`config.mk`:
```
export PLATFORM = sky130hd
export DESIGN_NAME = dtvg_csr
export DESIGN_NICKNAME = d
export VERILOG_FILES = /design/src/hw/rtl/assert_macros.svh /design/src/hw/rtl/dtvg_pkg.sv /design/src/hw/rtl/dtvg_csr.sv
export SDC_FILE = /design/constraint.sdc
export NUM_CORES = 1
export LEC_CHECK = 0
export BUFFER_PORTS_ARGS = -buffer_cell sky130_fd_sc_hd__buf_4
export CAP_MARGIN = 20
export CORE_MARGIN = 1
export CORE_UTILIZATION = 43
export DETAILED_ROUTE_END_ITERATION = 10
export HOLD_SLACK_MARGIN = 0.03
export PLACE_DENSITY = 0.82
export SYNTH_ARGS = -nofsm -noshare
export SYNTH_HDL_FRONTEND = slang
export SYNTH_SLANG_ARGS = --single-unit
```
`constraint.sdc`:
```
create_clock -name clock -period 1.21 [get_ports clock]
set_input_delay 0.242 -clock clock [delete_from_list [all_inputs] [get_ports clock]]
set_output_delay 0.242 -clock clock [all_outputs]
set_load 0.01 [all_outputs]
```
`src/hw/rtl/assert_macros.svh`:
```
// ----------------------------------------------------------------------------
// assertion macros
// shared concurrent assertion helpers for the trial generator rtl
// ----------------------------------------------------------------------------
`ifndef ASSERT_MACROS_SVH
`define ASSERT_MACROS_SVH

// same-cycle implication, off while reset is high
`define DTVG_ASSERT_IMPLY(label, clk, rst, ante, cons) \
   label: assert property (@(posedge clk) disable iff (rst) (ante) |-> (cons)) \
      else $error("%m: implication check failed");

// next-cycle implication, off while reset is high
`define DTVG_ASSERT_NEXT(label, clk, rst, ante, cons) \
   label: assert property (@(posedge clk) disable iff (rst) (ante) |=> (cons)) \
      else $error("%m: next-cycle check failed");

`endif

```
`src/hw/rtl/dtvg_pkg.sv`:
```
// ----------------------------------------------------------------------------
// dtvg_pkg
// shared widths, codes, reset values and bundle types of the trial generator
// ----------------------------------------------------------------------------
`timescale 1ns / 1ps

package dtvg_pkg;

   // sizing
   localparam int MAX_PARAMS     = 16;
   localparam int MAX_POPULATION = 256;
   localparam int VALUE_W        = 32;
   localparam int FRAC_W         = 16;
   localparam int DRAW_W         = 32;
   localparam int WEIGHT_W       = 18;
   localparam int CUR_W          = 8;
   localparam int PART_W         = 8;
   localparam int MODE_W         = 2;
   localparam int ECNT_W         = $clog2(MAX_PARAMS);
   localparam int NPARAM_W       = $clog2(MAX_PARAMS + 1);
   localparam int PIDX_W         = $clog2(MAX_POPULATION);
   localparam int POP_W          = $clog2(MAX_POPULATION + 1);
   localparam int MUL_W          = VALUE_W + 1;
   localparam int PROD_W         = 2 * MUL_W;
   localparam int SUM_W          = PROD_W - FRAC_W + 1;
   localparam int CSR_IDX_W      = 3;
   localparam int CSR_DATA_W     = 32;

   // generator constants
   localparam logic [DRAW_W-1:0] RNG_INCR = 32'h6D2B79F5;
   localparam logic [DRAW_W-1:0] MIX_OR   = 32'd61;

   // input modes
   localparam logic [MODE_W-1:0] MODE_GEN      = 2'd0;
   localparam logic [MODE_W-1:0] MODE_PARTNERS = 2'd1;
   localparam logic [MODE_W-1:0] MODE_TRIAL    = 2'd2;
   localparam logic [MODE_W-1:0] MODE_INIT     = 2'd3;

   // register indexes
   localparam logic [CSR_IDX_W-1:0] CSR_SEED       = 3'd0;
   localparam logic [CSR_IDX_W-1:0] CSR_DITHER     = 3'd1;
   localparam logic [CSR_IDX_W-1:0] CSR_WEIGHT_FIX = 3'd2;
   localparam logic [CSR_IDX_W-1:0] CSR_WEIGHT_MIN = 3'd3;
   localparam logic [CSR_IDX_W-1:0] CSR_WEIGHT_MAX = 3'd4;
   localparam logic [CSR_IDX_W-1:0] CSR_THRESHOLD  = 3'd5;
   localparam logic [CSR_IDX_W-1:0] CSR_POP_SIZE   = 3'd6;
   localparam logic [CSR_IDX_W-1:0] CSR_NUM_PARAMS = 3'd7;

   // reset values
   localparam logic [DRAW_W-1:0]   SEED_RST       = 32'd0;
   localparam logic                DITHER_RST     = 1'b1;
   localparam logic [WEIGHT_W-1:0] WEIGHT_FIX_RST = 18'd32768;
   localparam logic [WEIGHT_W-1:0] WEIGHT_MIN_RST = 18'd32768;
   localparam logic [WEIGHT_W-1:0] WEIGHT_MAX_RST = 18'd65536;
   localparam logic [DRAW_W-1:0]   THRESHOLD_RST  = 32'd3865470566;
   localparam logic [POP_W-1:0]    POP_RST        = 9'd64;
   localparam logic [NPARAM_W-1:0] NPARAM_RST     = 5'd4;
   localparam logic [POP_W-1:0]    POP_MIN        = POP_W'(4);
   localparam logic [POP_W-1:0]    POP_MAX        = POP_W'(MAX_POPULATION);
   localparam logic [NPARAM_W-1:0] NPARAM_MIN     = NPARAM_W'(1);
   localparam logic [NPARAM_W-1:0] NPARAM_MAX     = NPARAM_W'(MAX_PARAMS);

   typedef struct packed {
      logic                seed_load;
      logic [DRAW_W-1:0]   seed_value;
      logic                dither_enable;
      logic [WEIGHT_W-1:0] weight_fixed;
      logic [WEIGHT_W-1:0] weight_min;
      logic [WEIGHT_W-1:0] weight_max;
      logic [DRAW_W-1:0]   threshold;
      logic [POP_W-1:0]    pop_size;
      logic [NPARAM_W-1:0] num_params;
   } cfg_type;

   typedef struct packed {
      logic [MODE_W-1:0]         mode;
      logic [CUR_W-1:0]          current_index;
      logic                      first_element;
      logic                      last_element;
      logic signed [VALUE_W-1:0] self_value;
      logic signed [VALUE_W-1:0] a_value;
      logic signed [VALUE_W-1:0] b_value;
      logic signed [VALUE_W-1:0] c_value;
      logic signed [VALUE_W-1:0] low_value;
      logic signed [VALUE_W-1:0] high_value;
   } req_type;

   typedef struct packed {
      logic signed [VALUE_W-1:0] value_out;
      logic [PART_W-1:0]         partner_a;
      logic [PART_W-1:0]         partner_b;
      logic [PART_W-1:0]         partner_c;
      logic                      vector_done;
   } result_type;

   typedef struct packed {
      logic idle;
      logic res_valid;
   } core_status_type;

endpackage

```
`src/hw/rtl/dtvg_csr.sv`:
```
// ----------------------------------------------------------------------------
// dtvg_csr
// configuration registers with range limiting on population and vector length
// ----------------------------------------------------------------------------
`timescale 1ns / 1ps

module dtvg_csr (
   input  logic                                 clock,
   input  logic                                 reset,
   input  logic                                 csr_we,
   input  logic [dtvg_pkg::CSR_IDX_W-1:0]       csr_index,
   input  logic [dtvg_pkg::CSR_DATA_W-1:0]      csr_wdata,
   output dtvg_pkg::cfg_type                    cfg
);

   logic                                dither_ff, dither_in;
   logic [dtvg_pkg::WEIGHT_W-1:0]       wfix_ff, wfix_in;
   logic [dtvg_pkg::WEIGHT_W-1:0]       wmin_ff, wmin_in;
   logic [dtvg_pkg::WEIGHT_W-1:0]       wmax_ff, wmax_in;
   logic [dtvg_pkg::DRAW_W-1:0]         thr_ff, thr_in;
   logic [dtvg_pkg::POP_W-1:0]          pop_ff, pop_in;
   logic [dtvg_pkg::NPARAM_W-1:0]       npar_ff, npar_in;
   logic [dtvg_pkg::POP_W-1:0]          pop_raw;
   logic [dtvg_pkg::NPARAM_W-1:0]       npar_raw;
   logic [dtvg_pkg::POP_W-1:0]          pop_lim;
   logic [dtvg_pkg::NPARAM_W-1:0]       npar_lim;

   assign pop_raw  = csr_wdata[dtvg_pkg::POP_W-1:0];
   assign npar_raw = csr_wdata[dtvg_pkg::NPARAM_W-1:0];

   // limit to the supported ranges on the way in
   always_comb begin
      pop_lim = pop_raw;
      if (pop_raw < dtvg_pkg::POP_MIN) begin
         pop_lim = dtvg_pkg::POP_MIN;
      end else if (pop_raw > dtvg_pkg::POP_MAX) begin
         pop_lim = dtvg_pkg::POP_MAX;
      end
      npar_lim = npar_raw;
      if (npar_raw < dtvg_pkg::NPARAM_MIN) begin
         npar_lim = dtvg_pkg::NPARAM_MIN;
      end else if (npar_raw > dtvg_pkg::NPARAM_MAX) begin
         npar_lim = dtvg_pkg::NPARAM_MAX;
      end
   end

   always_comb begin
      dither_in = dither_ff;
      wfix_in   = wfix_ff;
      wmin_in   = wmin_ff;
      wmax_in   = wmax_ff;
      thr_in    = thr_ff;
      pop_in    = pop_ff;
      npar_in   = npar_ff;
      if (csr_we) begin
         unique case (csr_index)
            dtvg_pkg::CSR_DITHER:     dither_in = csr_wdata[0];
            dtvg_pkg::CSR_WEIGHT_FIX: wfix_in   = csr_wdata[dtvg_pkg::WEIGHT_W-1:0];
            dtvg_pkg::CSR_WEIGHT_MIN: wmin_in   = csr_wdata[dtvg_pkg::WEIGHT_W-1:0];
            dtvg_pkg::CSR_WEIGHT_MAX: wmax_in   = csr_wdata[dtvg_pkg::WEIGHT_W-1:0];
            dtvg_pkg::CSR_THRESHOLD:  thr_in    = csr_wdata[dtvg_pkg::DRAW_W-1:0];
            dtvg_pkg::CSR_POP_SIZE:   pop_in    = pop_lim;
            dtvg_pkg::CSR_NUM_PARAMS: npar_in   = npar_lim;
            default: begin
            end
         endcase
      end
   end

   always_ff @(posedge clock) begin
      if (reset) begin
         dither_ff <= dtvg_pkg::DITHER_RST;
         wfix_ff   <= dtvg_pkg::WEIGHT_FIX_RST;
         wmin_ff   <= dtvg_pkg::WEIGHT_MIN_RST;
         wmax_ff   <= dtvg_pkg::WEIGHT_MAX_RST;
         thr_ff    <= dtvg_pkg::THRESHOLD_RST;
         pop_ff    <= dtvg_pkg::POP_RST;
         npar_ff   <= dtvg_pkg::NPARAM_RST;
      end else begin
         dither_ff <= dither_in;
         wfix_ff   <= wfix_in;
         wmin_ff   <= wmin_in;
         wmax_ff   <= wmax_in;
         thr_ff    <= thr_in;
         pop_ff    <= pop_in;
         npar_ff   <= npar_in;
      end
   end

   // the seed is not kept: a write reloads the generator directly, and is lost unless the core is idle
   always_comb begin
      cfg.seed_load     = csr_we && (csr_index == dtvg_pkg::CSR_SEED);
      cfg.seed_value    = csr_wdata[dtvg_pkg::DRAW_W-1:0];
      cfg.dither_enable = dither_ff;
      cfg.weight_fixed  = wfix_ff;
      cfg.weight_min    = wmin_ff;
      cfg.weight_max    = wmax_ff;
      cfg.threshold     = thr_ff;
      cfg.pop_size      = pop_ff;
      cfg.num_params    = npar_ff;
   end

endmodule

```
== Word-level counts from Yosys, hierarchy flattened ==
Index checks and enable logic that the tools add are counted.
Word-level totals
  register bits after elaboration: 101
  word-level logic and storage cells: 31
  input bits: 38
Cells by class
  equal/unequal tests: 7
  muxes and demuxes: 4
  $lt $le $gt $ge: 4
  reductions and logical operators: 9
Operators by type and width (count)
  $mux W9: 2
  $reduce_and A2 Y1: 7
  $eq A3 B3 Y1 const B: 4
  $mux W5: 2
  $gt A9 B9 Y1 const B: 1
  $lt A9 B3 Y1 const B: 1
  $eq A3 B2 Y1 const B: 2
  $gt A5 B5 Y1 const B: 1
  $lt A5 B1 Y1 const B: 1
  $eq A3 B1 Y1 const B: 1
  $logic_not A3 Y1: 1
  $logic_and A1 B1 Y1: 1

== Depth between registers and ports, before layout ==
  depth in word-level cells: 3
  mapped depth: 6
  gate-level depth less buffers: 3

== Worst setup path after synthesis ==
Ideal clock, no wire load.
  path kind: input to register
  from: input csr_index[0] (netlist bit)
  to: register pop_ff[2] (netlist bit)
  path buffers: 1
  setup slack: 0.021 ns
  stages: 4
  data arrival time: 1.066 ns
  cell sequence: buf_6 -> nand4b_4 -> and3_1 -> a311o_1
Between the ends
  word-level cells in the longest chain between the ends: 2
Ends and longest elaborated chain
  from (decl): RTL line dtvg_csr.sv:11  | input logic [dtvg_pkg::CSR_IDX_W-1:0] csr_index,
  $eq A3 B3 Y1: RTL line dtvg_csr.sv:56  | unique case (csr_index)
  $reduce_and A2 Y1 (no source line)
  to (signal assigned): RTL line dtvg_csr.sv:77  | pop_ff <= dtvg_pkg::POP_RST;
  to (signal assigned): RTL line dtvg_csr.sv:85  | pop_ff <= pop_in;
  to (decl): RTL line dtvg_csr.sv:21  | logic [dtvg_pkg::POP_W-1:0] pop_ff, pop_in;
No other way between the ends.
A chain may end at the register's enable or synchronous reset.

== Final worst setup path ==
  from: register wmax_ff[9] (netlist bit)
  to: output cfg[55] (netlist bit)
RTL lines
  from (decl): RTL line dtvg_csr.sv:19  | logic [dtvg_pkg::WEIGHT_W-1:0] wmax_ff, wmax_in;
  from (signal assigned): RTL line dtvg_csr.sv:75  | wmax_ff <= dtvg_pkg::WEIGHT_MAX_RST;
  from (signal assigned): RTL line dtvg_csr.sv:83  | wmax_ff <= wmax_in;
  to (decl): RTL line dtvg_csr.sv:13  | output dtvg_pkg::cfg_type cfg
No word-level cell between the ends.

==> run_results.csv <==
group,metric,value,unit
run_status,status,"completed",
worst_hold_path,holdCritPathClass,"in -> reg",
clocking,clock_latency,360,ps
route,vias,3743,
yosys,avgSynthCellArea,8.27,sq um
finish,final_cells,735,
finish,diodes,0,
floorplanning,pin_count,172,
route,drt_iter0_markers,175,
route,wl_per_cell,15.7,um
yosys,syn_inst,485,
route,wl_met1,4720,um
timing,setup_violations,0,
worst_hold_path,min_from,"csr_wdata[18]",
place,place_congestion,0.889,
timing,slew_violations,0,
yosys,synth_area,0.00401,sq mm
critical_path,crit_chain,"buf_4",
global_route,antenna_found_initial,0,
route,totalWireLength,11500,um
power_and_ir_drop,ir_worst_vdd,0.686,mV
route,wl_met2,5730,um
critical_path,rr_startpoint,"pop_ff[2]$_SDFFE_PP0P_",
route,first_pass_iters,5,
timing,setup_ws,67.9,ps
finish,fin_nets,660,
place,dp_hpwl,8240,um
critical_path,cp_slowest_cell,"dfxtp_1",
power_and_ir_drop,power_leakage,2.40,nW
power_and_ir_drop,powerDensity,1190,mW/mm^2
timing,rsz0062_at_grt,"false",
critical_path,worstRegToRegCells,2,
place,portBuffers,171,
yosys,seq_area_frac_synth,0.504,
worst_hold_path,holdPathStages,3,
yosys,synth_ff_type,"dfxtp_1",
yosys,synth_edf_count,0,
yosys,yosysUniqueCellTypes,33,
critical_path,critPathCaptureType,"output port",
timing,maxSlewHeadroom,0.693,
route,wl_met3,853,um
clocking,clk_path_buf_depth,2,
yosys,ys_top_cells_by_count,"nand2_1, dfxtp_1, a21oi_1, buf_4, nand3_1",
clocking,post_cts_buffers,0,
place,placed_cells,719,
finish,area_delta_synth_final,35.5,%
global_route,track_usage,0.235,
yosys,yosysTopAreaCell,"dfxtp_1",
route,highest_layer,"met4",
yosys,ys_ff_latch,101,
job,maxCapViolCount,0,
clocking,cts_made_buffers,9,
timing,finalCritPeriodShare,0.944,
timing,whs,87.4,ps
critical_path,max_stage_delay,390,ps
route,antenna_left,0,
finish,drive_above_1_share,0.351,
yosys,syn_nets,523,
yosys,ys_warn_count,0,
floorplanning,die_w,98.6,um
timing,skew,0,ps
timing,max_freq,876,MHz
worst_hold_path,hold_end,"thr_ff[18]$_SDFFE_PP1P_",
clocking,clock_sinks,101,
critical_path,critPathBufInv,1,
global_route,globalRouteOverflowTotal,0,
floorplanning,die_h,98.6,um
timing,fin_crit,1140,ps
critical_path,r2r_setup_slack,320,ps
place,post-place-ws,-108,ps
critical_path,crit_fanout,2,
yosys,synth_area_leaders,"dfxtp_1, nand2_1, a21oi_1",
global_route,grt_max_degree,44,
route,drt_drc_violations_left,0,
clocking,h-tree-depth,3,
global_route,grt_pass1_vias,3378,
critical_path,startpoint_type,"register",
yosys,synth.most_common_cell,"nand2_1",
critical_path,cp_top_family,"flip-flops",
floorplanning,fp.dieArea,0.00972,sq mm
floorplanning,initial_core_util,0.451,
critical_path,r2r-end,"pop_ff[2]$_SDFFE_PP0P_",
clocking,clockRootBuffer,"clkbuf_8",
yosys,async_flop_share,0,
route,viasPerCell,5.09,
clocking,cts_tree,"built",
critical_path,cp.arrival,900,ps
clocking,clk_pin_slew_worst_paths,110,ps
critical_path,worstSetupPathType,"reg -> out",
critical_path,worstPathRequired,970,ps
timing,finalHoldViolCount,0,
timing,worst_slew_pin_slew,461,ps
yosys,synth_top_area_frac,0.504,
floorplanning,num_rows,34,
global_route,grt_pass1_wl,17700,um
floorplanning,coreArea,0.00889,sq mm
kinds of logic after synthesis:
group / Yosys count / synth area share
AO/OA/AOI/OAI: 81 / 0.109
buffers and inverters: 73 / 0.122
flip-flops: 101 / 0.504
multiplexers: 2 / 0.00499
AND/OR/NAND/NOR: 228 / 0.260
report_power, final:
group          internal, W  switching (W)  total [W]
clock network     0.000987        0.00125    0.00224
registers          0.00340      0.0000421    0.00344
logic             0.000365       0.000421   0.000786
layout make-up:
| class | count | area, sq um |
|---|---|---|
| repair buffers | 195 | 1550 |
| clock inverters | 7 | 80.1 |
| fillers | 794 | 3460 |
| well taps | 108 | 135 |
| inverters | 4 | 15.0 |
| multi-input cells | 311 | 1510 |
| clock buffers | 9 | 124 |
| flip-flops and latches | 101 | 2020 |
cell usage in the layout, fill, tap and decap left out, types with 2 or more instances in the layout:
cell type / netlist / layout
inv_6: 0 / 2
dfxtp_1: 101 / 101
buf_12: 0 / 7
and4bb_2: 2 / 2
a32o_1: 2 / 2
a21oi_1: 71 / 71
nand4_1: 2 / 2
nor2_1: 4 / 4
nand4bb_1: 2 / 2
o211ai_1: 2 / 2
o311ai_0: 2 / 2
o21ai_0: 2 / 2
clkbuf_8: 0 / 9
mux2i_1: 2 / 2
or3b_1: 2 / 2
inv_1: 4 / 4
nand2_1: 179 / 179
nand3_1: 23 / 23
nand4b_2: 2 / 2
and4b_1: 2 / 2
buf_4: 36 / 188
per-stage QoR:
step	instance area [sq um]	total power, W	setup TNS (ps)	util
2_1_floorplan	4010	0.00392	0	-
3_3_place_gp	5220	0.00429	-302	0.587
3_5_place_dp	5220	0.00431	-512	0.587
4_1_cts	5430	0.00652	0	0.611
5_1_grt	5430	0.00671	0	0.611
6_report	5430	0.00646	0	0.611
worst register-to-register path: cells and delay by family (launching register included):
family | cells | cell delay [ps]
AO/OA/AOI/OAI | 1 | 310
flip-flops | 1 | 330
AND/OR/NAND/NOR | 1 | 150
sequential cells by signal, summed over array words and instances (netlist names):
name,count
pop_ff,9
npar_ff,5
wfix_ff,18
wmin_ff,18
thr_ff,32
dither_ff,1
wmax_ff,18
routing by layer:
metal | track usage | vias up
met5 | 0 | -
li1 | - | 1833
met4 | 0.0884 | 0
met2 | 0.411 | 161
met1 | 0.283 | 1735
met3 | 0.0511 | 14
how the worst max path moves through the flow:
| stage | endpoint | from | depth (start not counted) | slack, ps |
|---|---|---|---|---|
| 3_5_place_dp | pop_ff[2]$_SDFFE_PP0P_ | csr_wdata[4] | 4 | -110 |
| 4_1_cts | cfg[55] | wmax_ff[9]$_SDFFE_PP0P_ | 1 | 60 |
| 3_3_place_gp | pop_ff[1]$_SDFFE_PP0P_ | csr_wdata[5] | 4 | -90 |
| 6_report | cfg[55] | wmax_ff[9]$_SDFFE_PP0P_ | 1 | 70 |
| 2_1_floorplan | pop_ff[2]$_SDFFE_PP0P_ | csr_index[0] | 4 | 20 |
| 5_1_grt | cfg[55] | wmax_ff[9]$_SDFFE_PP0P_ | 1 | 30 |
what timing repair did:
item | in CTS | in global routing
gates resized for setup | 1 | 0
hold buffers | 0 | 0
endpoints found under the setup margin | 1 | 0
No activity file was read; power rests on OpenSTA's default activity.
